===== config.mk =====
export PLATFORM = sky130hd
export DESIGN_NAME = sclc_geom
export DESIGN_NICKNAME = d
export VERILOG_FILES = /design/src/rtl/sclc_pkg.sv /design/src/rtl/sclc_geom.sv
export SDC_FILE = /design/constraint.sdc
export NUM_CORES = 1
export LEC_CHECK = 0
export BUFFER_PORTS_ARGS = -buffer_cell sky130_fd_sc_hd__buf_2
export CAP_MARGIN = 15
export CORE_ASPECT_RATIO = 0.9
export CORE_MARGIN = 1
export CORE_UTILIZATION = 25
export DETAILED_ROUTE_END_ITERATION = 7
export GPL_TIMING_DRIVEN = 1
export PLACE_DENSITY = 0.5
export SYNTH_ARGS = -nofsm -noshare
export SYNTH_HDL_FRONTEND = slang
export SYNTH_SLANG_ARGS = --single-unit

===== constraint.sdc =====
create_clock -name clk_i -period 8.7 [get_ports clk_i]
set_clock_uncertainty 0.05 [all_clocks]
set_input_delay 1.74 -clock clk_i [delete_from_list [all_inputs] [get_ports clk_i]]
set_output_delay 1.74 -clock clk_i [all_outputs]
set_load 0.05 [all_outputs]

===== src/rtl/sclc_pkg.sv =====
// ----------------------------------------------------------------------------
// sclc_pkg: shared types and constants for the sector cache tag store
// Token and write-back types for the entry cell chain, media geometry tables
// and the reciprocal constants used by the cylinder/head/sector split.
// ----------------------------------------------------------------------------
package sclc_pkg;

  // Storage sizing
  localparam int ENTRIES_DEF = 32;
  localparam int MAX_ENTRIES = 256;
  localparam int WAY_W       = $clog2(MAX_ENTRIES);
  localparam int OUT_WAY_W   = 5;
  localparam int STAMP_W     = 32;
  localparam int LBA_W       = 16;
  localparam int TYPE_W      = 4;
  localparam int SPT_W       = 6;
  localparam int CYL_W       = 12;
  localparam int QUOT_W      = 13;

  // Reciprocal scaling: exact quotient for all 16-bit dividends and the divisors 9, 15, 18 and 36
  localparam int RECIP_SHIFT = 24;
  localparam int RECIP_W     = 21;
  localparam int PROD_W      = LBA_W + RECIP_W;
  localparam logic [RECIP_W-1:0] RECIP_9  = RECIP_W'((2**RECIP_SHIFT + 9 - 1) / 9);
  localparam logic [RECIP_W-1:0] RECIP_15 = RECIP_W'((2**RECIP_SHIFT + 15 - 1) / 15);
  localparam logic [RECIP_W-1:0] RECIP_18 = RECIP_W'((2**RECIP_SHIFT + 18 - 1) / 18);
  localparam logic [RECIP_W-1:0] RECIP_36 = RECIP_W'((2**RECIP_SHIFT + 36 - 1) / 36);

  // Operation codes
  typedef enum logic {
    OP_LOOKUP = 1'b0,
    OP_FILL   = 1'b1
  } op_e;

  // Result status codes
  typedef enum logic [1:0] {
    ST_OK       = 2'd0,
    ST_NO_DRIVE = 2'd1,
    ST_UNKNOWN  = 2'd2
  } status_e;

  // Configuration register indexes
  typedef enum logic [0:0] {
    CFG_DRIVE0 = 1'b0,
    CFG_DRIVE1 = 1'b1
  } cfg_reg_e;

  // Media type codes
  localparam logic [TYPE_W-1:0] MEDIA_NONE = 4'd0;
  localparam logic [TYPE_W-1:0] MEDIA_T1   = 4'd1;
  localparam logic [TYPE_W-1:0] MEDIA_T2   = 4'd2;
  localparam logic [TYPE_W-1:0] MEDIA_T3   = 4'd3;
  localparam logic [TYPE_W-1:0] MEDIA_T4   = 4'd4;
  localparam logic [TYPE_W-1:0] MEDIA_T5   = 4'd5;

  // Request token that walks down the cell chain
  typedef struct packed {
    logic               active;
    logic               op;
    logic               disk;
    logic [LBA_W-1:0]   lba;
    logic               hit;
    logic [WAY_W-1:0]   hit_way;
    logic               has_free;
    logic [WAY_W-1:0]   free_way;
    logic [WAY_W-1:0]   best_way;
    logic [STAMP_W-1:0] best_stamp;
  } token_t;

  // Write-back broadcast to all cells
  typedef struct packed {
    logic               en;
    logic               set_tag;
    logic [WAY_W-1:0]   way;
    logic               disk;
    logic [LBA_W-1:0]   sector;
    logic [STAMP_W-1:0] stamp;
  } wr_t;

  // Geometry result of the drive lookup
  typedef struct packed {
    status_e            status;
    logic [CYL_W-1:0]   cylinder;
    logic               head;
    logic [SPT_W-1:0]   sector_number;
    logic [SPT_W-1:0]   sectors_per_track;
  } geom_t;

  // Sectors per track of a media type; zero for none or unknown
  function automatic logic [SPT_W-1:0] spt_of(logic [TYPE_W-1:0] media);
    logic [SPT_W-1:0] spt;
    case (media)
      MEDIA_T1: spt = 6'd9;
      MEDIA_T2: spt = 6'd15;
      MEDIA_T3: spt = 6'd9;
      MEDIA_T4: spt = 6'd18;
      MEDIA_T5: spt = 6'd36;
      default:  spt = '0;
    endcase
    return spt;
  endfunction

  // Scaled reciprocal of the track length of a media type
  function automatic logic [RECIP_W-1:0] recip_of(logic [TYPE_W-1:0] media);
    logic [RECIP_W-1:0] m;
    case (media)
      MEDIA_T1: m = RECIP_9;
      MEDIA_T2: m = RECIP_15;
      MEDIA_T3: m = RECIP_9;
      MEDIA_T4: m = RECIP_18;
      MEDIA_T5: m = RECIP_36;
      default:  m = '0;
    endcase
    return m;
  endfunction

endpackage


===== src/rtl/sclc_geom.sv =====
// ----------------------------------------------------------------------------
// sclc_geom: linear sector to cylinder/head/sector conversion
// Multiplies by the scaled reciprocal of the track length, registers the
// quotient, then forms the remainder and the media status.
// ----------------------------------------------------------------------------
module sclc_geom
  import sclc_pkg::*;
(
  input  logic              clk_i,
  input  logic [LBA_W-1:0]  lba_i,
  input  logic [TYPE_W-1:0] media_i,
  output geom_t             geom_o
);

  logic [PROD_W-1:0]   prod;
  logic [QUOT_W-1:0]   quot_q;
  logic [LBA_W-1:0]    lba_q;
  logic [SPT_W-1:0]    spt_q;
  logic [TYPE_W-1:0]   media_q;
  logic [QUOT_W+SPT_W-1:0] back;
  logic [LBA_W-1:0]    rem;

  assign prod = PROD_W'(lba_i) * PROD_W'(recip_of(media_i));

  // Register the quotient
  always_ff @(posedge clk_i) begin
    quot_q  <= prod[RECIP_SHIFT +: QUOT_W];
    lba_q   <= lba_i;
    spt_q   <= spt_of(media_i);
    media_q <= media_i;
  end

  // Remainder, then assemble the geometry
  always_comb begin
    back   = (QUOT_W+SPT_W)'(quot_q) * (QUOT_W+SPT_W)'(spt_q);
    rem    = lba_q - back[LBA_W-1:0];
    geom_o = '0;
    if (media_q == MEDIA_NONE) begin
      geom_o.status = ST_NO_DRIVE;
    end else if (spt_q == '0) begin
      geom_o.status = ST_UNKNOWN;
    end else begin
      geom_o.status            = ST_OK;
      geom_o.cylinder          = quot_q[QUOT_W-1:1];
      geom_o.head              = quot_q[0];
      geom_o.sector_number     = rem[SPT_W-1:0] + SPT_W'(1);
      geom_o.sectors_per_track = spt_q;
    end
  end

endmodule


==> key figures <==
Outcome
  • Status: completed

Yosys
  • Synthesized cell area: 9990 sq um
  • Seq/Total Area, Yosys: 0.0561
  • Net count after synthesis: 1479
  • Yosys warns: 0
  • Post-synth EDFFs: 0
  • Register bit count reported by yosys: 28
  • Synth Area per Inst: 9.06 sq um
  • Most used DFF post-synth: dfxtp_1
  • Asr flop ratio synth: 0
  • Cells after Synth: between 1000 and 1500
  • Unique masters post-synth: 46

Global route
  • Gr ovfl total: 0
  • GR Util All Layers: 0.151
  • Vias in the first global route: 7706
  • Largest net degree at the start of global routing: 39
  • Initial antenna violation count: 2
  • First-pass GRT wire length: ~46 mm

Clock network
  • Total number of H-tree levels: 1
  • Longest Clk Path Bufs: 2
  • CTS tree: yes
  • Clock Sinks: 28
  • Root buf cell: clkbuf_16
  • Num CTS Buffers: 3
  • Postcts setup bufs: 0
  • CTS clk-pin slew, worst paths: around 0.06 ns
  • Post-CTS Hold Fix Bufs: 0
  • PostCTS Resize Cnt: 0

Floorplan
  • FP Rows: between 60 and 70
  • Die ar.: 40800 sq um
  • I/O pins: 48
  • Die height: 192 um
  • Initial Util: 0.253
  • Width of the chip: between 200 and 250 um
  • Core area: around 39000 sq um

Timing
  • RSZ-0062 raised after global routing: false
  • Final Cycle Share: 0.959
  • Final Critical Period: ~8.3 ns
  • Final setup violation count: 0
  • Max Fclk: 120 MHz
  • Final hold vios: 0
  • Max_slew headroom: 0.391
  • Measured slew at the worst slew-check pin: approximately 0.91 ns
  • Fin. max-slew vios: 0
  • Fin Setup TNS: 0 ns
  • Hold slack final: 1.62 ns

Route
  • TritonRoute pass-1 iters: 5
  • Post-route ant nets: 0
  • DRC Markers: 0
  • WL final: ~29 mm
  • Via count: approximately 7000
  • DRT iter0 DRCs: between 500 and 600
  • Drt wl/cell: 17.1 um
  • Vias per cell: about 4.3

Power
  • Pwr dens: 140 nW/um^2
  • Pleak: 6.25 nW
  • VDD IR max: around 0.000099 V

Cells and area
  • Layout cells sized above 1: 0.0674
  • Final instance area: 11000 sq um
  • Nets@finish: 1522
  • Area Overhead vs Synth: 9.98%
  • Fillers: 4273

Critical path
  • Crit Path Max Fanout: 33
  • Crit path kind: in2reg
  • Worst setup EP type: flip-flop
  • WP data required: ~8.8 ns
  • Data arrival, critical path: 8.45 ns
  • Critical Path Start Type: input pin

Min path
  • Hold crit path type: in2reg

Place
  • Port Buf Inserts: 47
  • Post-Place Cell Area: 10900 sq um
  • Final GP Congestion: 0.896
  • Dpl hpwl: about 26 mm

Job
  • Total of max-cap violations: 0
[critical path: stages]
cell       delay [ns]
buf_2            0.16
nor3b_2          0.26
buf_12           0.23
nand2_1          0.17
nor2_1           0.23
nor2_1           0.11
fa_1             0.52
fa_1             0.54
inv_1            0.05
fa_1             0.49
inv_1            0.05
fa_1             0.57
inv_1            0.08
fa_1             0.49
inv_1            0.07
fa_1             0.36
inv_1            0.07
ha_1             0.30
a21oi_1          0.31
nor2b_1          0.09
a2111oi_0        0.66
buf_4            0.23
nor4_1           0.05
a311oi_2         0.31
o21ai_1          0.15
xnor2_1          0.13
[through the flow]
stage / instances / setup slack (ns) / total power (W) / utilization
3_5_place_dp: 1671 / 0.109 / 0.00144 / 0.276
2_1_floorplan: 1102 / 0.870 / 0.00109 / -
6_report: 1676 / 0.355 / 0.00154 / 0.278
5_1_grt: 1675 / 0.0175 / 0.00174 / 0.278
4_1_cts: 1674 / 0.340 / 0.00156 / 0.278
3_3_place_gp: 1671 / 0.235 / 0.00145 / 0.276
[cells by family after synthesis]
logic type / after synthesis / share of synthesized area
AOI/OAI and AO/OA: 90 / 0.0580
xor gates and xnor gates: 31 / 0.0272
adders and majority gates: 356 / 0.602
buffers and inverters: 358 / 0.135
DFF: 28 / 0.0561
other: 1 / 0.000375
and+or+nand+nor: 238 / 0.121
[worst paths after layout]
kind,from,to,depth (start not counted)
setup / recovery,media_i[2],quot_q[11],26
hold / removal,media_i[1],media_q[1],1
[synthesized netlist by cell type, types with 9 or more instances]
library cell	instances	share of area
inv_1	339	0.13
a21oi_1	26	0.013
fa_1	208	0.42
nand2_1	71	0.027
clkbuf_1	16	0.0060
ha_1	148	0.19
a21o_1	9	0.0068
or2_2	10	0.0063
and2_1	63	0.039
nor2_1	36	0.014
nor3_1	12	0.0060
dfxtp_1	28	0.056
o21ai_0	23	0.012
and3_1	15	0.0094
xnor2_1	24	0.021
[area by class of cell]
cell class	instances	area [sq um]	share of cell area
inverters	339	1270	0.116
diodes	1	2.50	0.000228
clock buffers	3	75.1	0.00683
well taps	532	666	0.0606
repair buffers	57	320	0.0292
multi-input cells	716	8090	0.736
flip-flops and latches	28	561	0.0510
[state kept, by name, indices dropped and copies added, names as in the netlist]
| register | cells |
|---|---|
| spt_q | 5 |
| media_q | 4 |
| quot_q | 13 |
| lba_q | 6 |
[where the power goes]
| part | internal (W) | switching [W] | total [W] |
|---|---|---|---|
| Combinational | 0.000468 | 0.000786 | 0.00125 |
| Sequential | 0.000158 | 0.0000248 | 0.000183 |
| Clock | 0.0000609 | 0.0000398 | 0.000101 |
[layout by cell type, fill, tap and decap left out, types with 9 or more instances in the layout]
master   count
xnor2_1     24
inv_1      339
o21ai_0     23
nor2_1      36
dfxtp_1     28
a21o_1       9
and2_1      63
buf_2       48
nand2_1     71
or2_2       10
nor3_1      12
ha_1       148
a21oi_1     26
and3_1      15
fa_1       208
[layer usage]
metal | vias to the layer above | part of all wire | global-route usage
met5 | - | 0 | 0
met3 | 25 | 0.061 | 0.0237
met2 | 177 | 0.43 | 0.227
met4 | 0 | 0.012 | 0.0172
li1 | 3383 | - | -
met1 | 3541 | 0.50 | 0.229
Power figures use the tool's default switching activity.
