**config.mk**
```make
export PLATFORM = sky130hd
export DESIGN_NAME = sclc_cell
export DESIGN_NICKNAME = d
export VERILOG_FILES = /design/src/rtl/sclc_pkg.sv /design/src/rtl/sclc_cell.sv
export SDC_FILE = /design/constraint.sdc
export NUM_CORES = 1
export LEC_CHECK = 0
export ABC_AREA = 1
export BUFFER_PORTS_ARGS = -buffer_cell sky130_fd_sc_hd__buf_4
export CAP_MARGIN = 15
export CORE_UTILIZATION = 47
export DETAILED_ROUTE_END_ITERATION = 7
export GPL_ROUTABILITY_DRIVEN = 1
export PLACE_DENSITY_LB_ADDON = 0.2
export SLEW_MARGIN = 25
export SYNTH_ARGS = -nofsm -noshare
export SYNTH_HDL_FRONTEND = slang
export SYNTH_SLANG_ARGS = --single-unit
export TNS_END_PERCENT = 30
```
**constraint.sdc**
```tcl
create_clock -name clk_i -period 3.5 [get_ports clk_i]
set_input_delay 0.7 -clock clk_i [delete_from_list [all_inputs] [get_ports clk_i]]
set_output_delay 0.7 -clock clk_i [all_outputs]
set_load 0.05 [all_outputs]
```
**src/rtl/sclc_pkg.sv**
```systemverilog
// ----------------------------------------------------------------------------
// sclc_pkg: shared types and constants for the sector cache tag store
// Token and write-back types for the entry cell chain, media geometry tables
// and the reciprocal constants used by the cylinder/head/sector split.
// ----------------------------------------------------------------------------
package sclc_pkg;

  // Storage sizing
  localparam int ENTRIES_DEF = 32;
  localparam int MAX_ENTRIES = 256;
  localparam int WAY_W       = $clog2(MAX_ENTRIES);
  localparam int OUT_WAY_W   = 5;
  localparam int STAMP_W     = 32;
  localparam int LBA_W       = 16;
  localparam int TYPE_W      = 4;
  localparam int SPT_W       = 6;
  localparam int CYL_W       = 12;
  localparam int QUOT_W      = 13;

  // Reciprocal scaling: exact quotient for all 16-bit dividends and the divisors 9, 15, 18 and 36
  localparam int RECIP_SHIFT = 24;
  localparam int RECIP_W     = 21;
  localparam int PROD_W      = LBA_W + RECIP_W;
  localparam logic [RECIP_W-1:0] RECIP_9  = RECIP_W'((2**RECIP_SHIFT + 9 - 1) / 9);
  localparam logic [RECIP_W-1:0] RECIP_15 = RECIP_W'((2**RECIP_SHIFT + 15 - 1) / 15);
  localparam logic [RECIP_W-1:0] RECIP_18 = RECIP_W'((2**RECIP_SHIFT + 18 - 1) / 18);
  localparam logic [RECIP_W-1:0] RECIP_36 = RECIP_W'((2**RECIP_SHIFT + 36 - 1) / 36);

  // Operation codes
  typedef enum logic {
    OP_LOOKUP = 1'b0,
    OP_FILL   = 1'b1
  } op_e;

  // Result status codes
  typedef enum logic [1:0] {
    ST_OK       = 2'd0,
    ST_NO_DRIVE = 2'd1,
    ST_UNKNOWN  = 2'd2
  } status_e;

  // Configuration register indexes
  typedef enum logic [0:0] {
    CFG_DRIVE0 = 1'b0,
    CFG_DRIVE1 = 1'b1
  } cfg_reg_e;

  // Media type codes
  localparam logic [TYPE_W-1:0] MEDIA_NONE = 4'd0;
  localparam logic [TYPE_W-1:0] MEDIA_T1   = 4'd1;
  localparam logic [TYPE_W-1:0] MEDIA_T2   = 4'd2;
  localparam logic [TYPE_W-1:0] MEDIA_T3   = 4'd3;
  localparam logic [TYPE_W-1:0] MEDIA_T4   = 4'd4;
  localparam logic [TYPE_W-1:0] MEDIA_T5   = 4'd5;

  // Request token that walks down the cell chain
  typedef struct packed {
    logic               active;
    logic               op;
    logic               disk;
    logic [LBA_W-1:0]   lba;
    logic               hit;
    logic [WAY_W-1:0]   hit_way;
    logic               has_free;
    logic [WAY_W-1:0]   free_way;
    logic [WAY_W-1:0]   best_way;
    logic [STAMP_W-1:0] best_stamp;
  } token_t;

  // Write-back broadcast to all cells
  typedef struct packed {
    logic               en;
    logic               set_tag;
    logic [WAY_W-1:0]   way;
    logic               disk;
    logic [LBA_W-1:0]   sector;
    logic [STAMP_W-1:0] stamp;
  } wr_t;

  // Geometry result of the drive lookup
  typedef struct packed {
    status_e            status;
    logic [CYL_W-1:0]   cylinder;
    logic               head;
    logic [SPT_W-1:0]   sector_number;
    logic [SPT_W-1:0]   sectors_per_track;
  } geom_t;

  // Sectors per track of a media type; zero for none or unknown
  function automatic logic [SPT_W-1:0] spt_of(logic [TYPE_W-1:0] media);
    logic [SPT_W-1:0] spt;
    case (media)
      MEDIA_T1: spt = 6'd9;
      MEDIA_T2: spt = 6'd15;
      MEDIA_T3: spt = 6'd9;
      MEDIA_T4: spt = 6'd18;
      MEDIA_T5: spt = 6'd36;
      default:  spt = '0;
    endcase
    return spt;
  endfunction

  // Scaled reciprocal of the track length of a media type
  function automatic logic [RECIP_W-1:0] recip_of(logic [TYPE_W-1:0] media);
    logic [RECIP_W-1:0] m;
    case (media)
      MEDIA_T1: m = RECIP_9;
      MEDIA_T2: m = RECIP_15;
      MEDIA_T3: m = RECIP_9;
      MEDIA_T4: m = RECIP_18;
      MEDIA_T5: m = RECIP_36;
      default:  m = '0;
    endcase
    return m;
  endfunction

endpackage

```
**src/rtl/sclc_cell.sv**
```systemverilog
// ----------------------------------------------------------------------------
// sclc_cell: one entry of the tag store
// Holds one tag and stamp, folds its entry into the passing request token
// (first match, first free way, oldest stamp) and registers the token on.
// ----------------------------------------------------------------------------
module sclc_cell
  import sclc_pkg::*;
#(
  parameter int IDX = 0
) (
  input  logic   clk_i,
  input  logic   rst_ni,
  input  token_t tok_i,
  input  wr_t    wr_i,
  output token_t tok_o
);

  localparam logic [WAY_W-1:0] MY_WAY = WAY_W'(IDX);
  localparam bit               FIRST  = (IDX == 0);

  logic               valid_q;
  logic               disk_q;
  logic [LBA_W-1:0]   sector_q;
  logic [STAMP_W-1:0] stamp_q;
  logic               active_q;
  token_t             tok_d, tok_q;
  logic               match, older, wr_sel;

  // Fold this entry into the token
  always_comb begin
    match  = valid_q && (disk_q == tok_i.disk) && (sector_q == tok_i.lba);
    older  = valid_q && (FIRST || (stamp_q < tok_i.best_stamp));
    tok_d  = tok_i;
    if (match && !tok_i.hit) begin
      tok_d.hit     = 1'b1;
      tok_d.hit_way = MY_WAY;
    end
    if (!valid_q && !tok_i.has_free) begin
      tok_d.has_free = 1'b1;
      tok_d.free_way = MY_WAY;
    end
    if (older) begin
      tok_d.best_way   = MY_WAY;
      tok_d.best_stamp = stamp_q;
    end
  end

  assign wr_sel = wr_i.en && (wr_i.way == MY_WAY);

  // Hand the token to the neighbor
  always_ff @(posedge clk_i or negedge rst_ni) begin
    if (!rst_ni) begin
      active_q <= 1'b0;
    end else begin
      active_q <= tok_i.active;
    end
  end

  always_ff @(posedge clk_i) begin
    tok_q <= tok_d;
  end

  // Take the payload from the token register, the marker from the reset flop
  always_comb begin
    tok_o        = tok_q;
    tok_o.active = active_q;
  end

  // Valid bit
  always_ff @(posedge clk_i or negedge rst_ni) begin
    if (!rst_ni) begin
      valid_q <= 1'b0;
    end else if (wr_sel && wr_i.set_tag) begin
      valid_q <= 1'b1;
    end
  end

  // Tag and stamp update on write-back
  always_ff @(posedge clk_i) begin
    if (wr_sel) begin
      stamp_q <= wr_i.stamp;
      if (wr_i.set_tag) begin
        disk_q   <= wr_i.disk;
        sector_q <= wr_i.sector;
      end
    end
  end

endmodule

```
==> results.toml <==
[worst_setup_path]
crit_start = "older"
criticalPathCategory = "flop to flop"
worst_setup_path_start_kind = "flop"
end_kind = "flop"
cp.arrival_ns = 2.46
r2r_start = "older"
cp.required_ns = 3.88
crit_fanout = 35

[floorplan]
coreArea_um2 = 8258
die_area_um2 = 8946
initial_core_util = 0.4879
num_rows = 33
ioPinCount = 215
die_height_um = 94.59
die-width_um = 94.59

[pwr]
p_clk_frac = 0.492
p_int_mw = 2.847
leakage_nw = 3.147
swShare = 0.2125
switchingPower_mw = 0.7683
ir_drop_mv = 0.3488
p_per_area_nw_per_um2 = 567.8
seqPwrFrac = 0.433
finalPower_mw = 3.615
p_comb_frac = 0.075

[logic_synthesis]
synth.most_common_cell = "nand2_1"
syn_nets = 507
avgSynthCellArea_um2 = 10.92
yosys_most_used_dff = "dfxtp_1"
yosysSeqAreaShare = 0.7553
synthCells = 369
synth_area_um2 = 4029
synth_top_area_share = 0.3776
yosys-top-cells-area = "dfxtp_1 (38%), edfxtp_1 (37%), nand2_1 (12%), inv_1 (4.3%), nor2_1 (3.1%)"
synth_edf_count = 49
yosys_warnings = 0
synth_common_cells = "nand2_1 (130), dfxtp_1 (76), edfxtp_1 (49), inv_1 (46), nor2_1 (33)"
ys_ff_latch = 127
synth.distinct_cells = 22
yosys.area.top_type = "dfxtp_1"
async_flop_share = 0.01575

[routing]
drc = 0
viasPerCell = 4.443
routed_wl_mm = 9.374
wl_per_cell_um = 13.13
ant_nets = 0
vias = 3172
first_iter_violations = 67
dr.pass1.iters = 4

[cts]
path_clk_slew_ns = 0.06
ctsLongestPathBuffers = 2
tritoncts = "yes"
clock_sinks = 127
insertion_delay_ns = 0.50
clock_tree.root_cell = "clkbuf_8"
cts_buffers = 17
htreeDepth = 4
post_cts_resized = 0

[timing]
fin_crit_sh = 0.5958
slew_headroom = 0.4166
fmaxAchievable_ghz = 0.4796
period_needed_ns = 2.085
drv_slew = 0
setup_viol = 0
worst_slew_pin_slew_ns = 0.8750
fin_tns_setup_ns = 0
rsz0062_at_grt = "false"
finClkSkew_ns = 0.005492
hold_violations = 0
fin_ws_ns = 1.415

[place]
dp_cells = 681
portBuffers = 214
pre_cts_ws_ns = 1.235
gp_congestion = 0.7623
dp_hpwl_mm = 6.813

[global_route]
antenna_found_initial = 0
grt_start_max_net_pins = 36
overflow = 0
grt_first_pass_wirelength_mm = 14.39
grt_pass1_vias = 3200
gr-usage-all-layers = 0.2204

[cells_and_area]
area_growth_pct = 58.04
n_fill_cell = 565
ff_latch_area_um2 = 3043
multi_input_area_um2 = 773.2
drive_gt1_frac = 0.4171
final_nets = 734
utilization = 0.7711
antennaDiodeCount = 0
final_cells = 714

[status]
status = "complete, no violations"

[hold_path]
min_path_type = "input pin to flop"
worstHoldStart = "tok_i[75]"

[job]
cap_violations = 0
==> logic make-up after synthesis <==
kind of cell | count (synthesis) | share of synthesized area
simple gates | 172 | 0.1689
flops | 127 | 0.7553
buf+inv | 56 | 0.05466
compound gates | 10 | 0.01242
xor+xnor | 4 | 0.008697
==> layout by cell type, fill, tap and decap left out, drive strengths merged <==
master         n
nand2        131
clkinvlp       3
edfxtp        49
o21ai          2
xnor2          2
dlygate4sd3    1
nor2          35
dfxtp         76
clkbuf        17
buf          216
xor2           2
nor4           1
nor3           1
bufinv         4
clkinv         8
inv           47
dfrtp          2
nand3b         1
a21oi          8
or2            1
nand3          2
==> stage by stage <==
stage	instance area (um2)	hold WS (ns)
after floorplan	4029	0.4044
after global placement	5748	0.4225
after detailed placement	5748	0.4289
after CTS	6367	0.2724
after global routing	6367	0.2667
final	6367	0.2971
==> path summary, 6_finish.rpt <==
kind | end | slack, ns | depth (start not counted)
max in group asynchronous | older | 2.88 | 2
min reg2reg | tok_o[29] | 0.44 | 2
max | tok_o[53] | 1.41 | 5
min in group asynchronous | active_q | 0.53 | 2
min | tok_o[75] | 0.30 | 1
max reg2reg | tok_o[53] | 1.41 | 5
==> power by group through the flow <==
stage / Combinational [mW] / Clock, mW / Sequential (mW)
6_report: 0.271 / 1.78 / 1.57
2_1_floorplan: 0.0273 / 0 / 1.68
4_1_cts: 0.273 / 1.80 / 1.57
3_3_place_gp: 0.266 / 0 / 1.60
3_5_place_dp: 0.271 / 0 / 1.60
5_1_grt: 0.288 / 1.89 / 1.57
==> cell type report <==
cell class,count,area share
well taps,105,0.02063
clock buffers,17,0.06504
multi-input cells,186,0.1214
flip-flops and latches,127,0.4779
repair buffers,217,0.2562
clock inverters,15,0.03065
inverters,47,0.02810
==> timing repair <==
action,4_1_cts,5_1_grt
hold endpoints to repair,2,0
setup buffers,0,0
hold buffers,1,0
==> registers in the layout (all words and copies together), names as in the netlist <==
register  count
sector_q     16
older         1
active_q      1
stamp_q      32
tok_o        76
disk_q        1
==> critical path, cell delays in order (launching register included) <==
cell and delay (ns):
dfrtp_1 0.91, inv_4 0.33, nor3_2 0.28, nand3_2 0.11, nor2_4 0.20, a21oi_1 0.11
==> metal layers <==
| metal | global-route usage | part of all wire | wire length [um] |
|---|---|---|---|
| met1 | 0.2315 | 0.37 | 3500 |
| met3 | 0.09098 | 0.077 | 720 |
| met5 | 0 | 0 | 0 |
| met2 | 0.3835 | 0.52 | 4894 |
| met4 | 0.1023 | 0.028 | 258 |
Note: power is estimated with default switching activity, not from simulation.
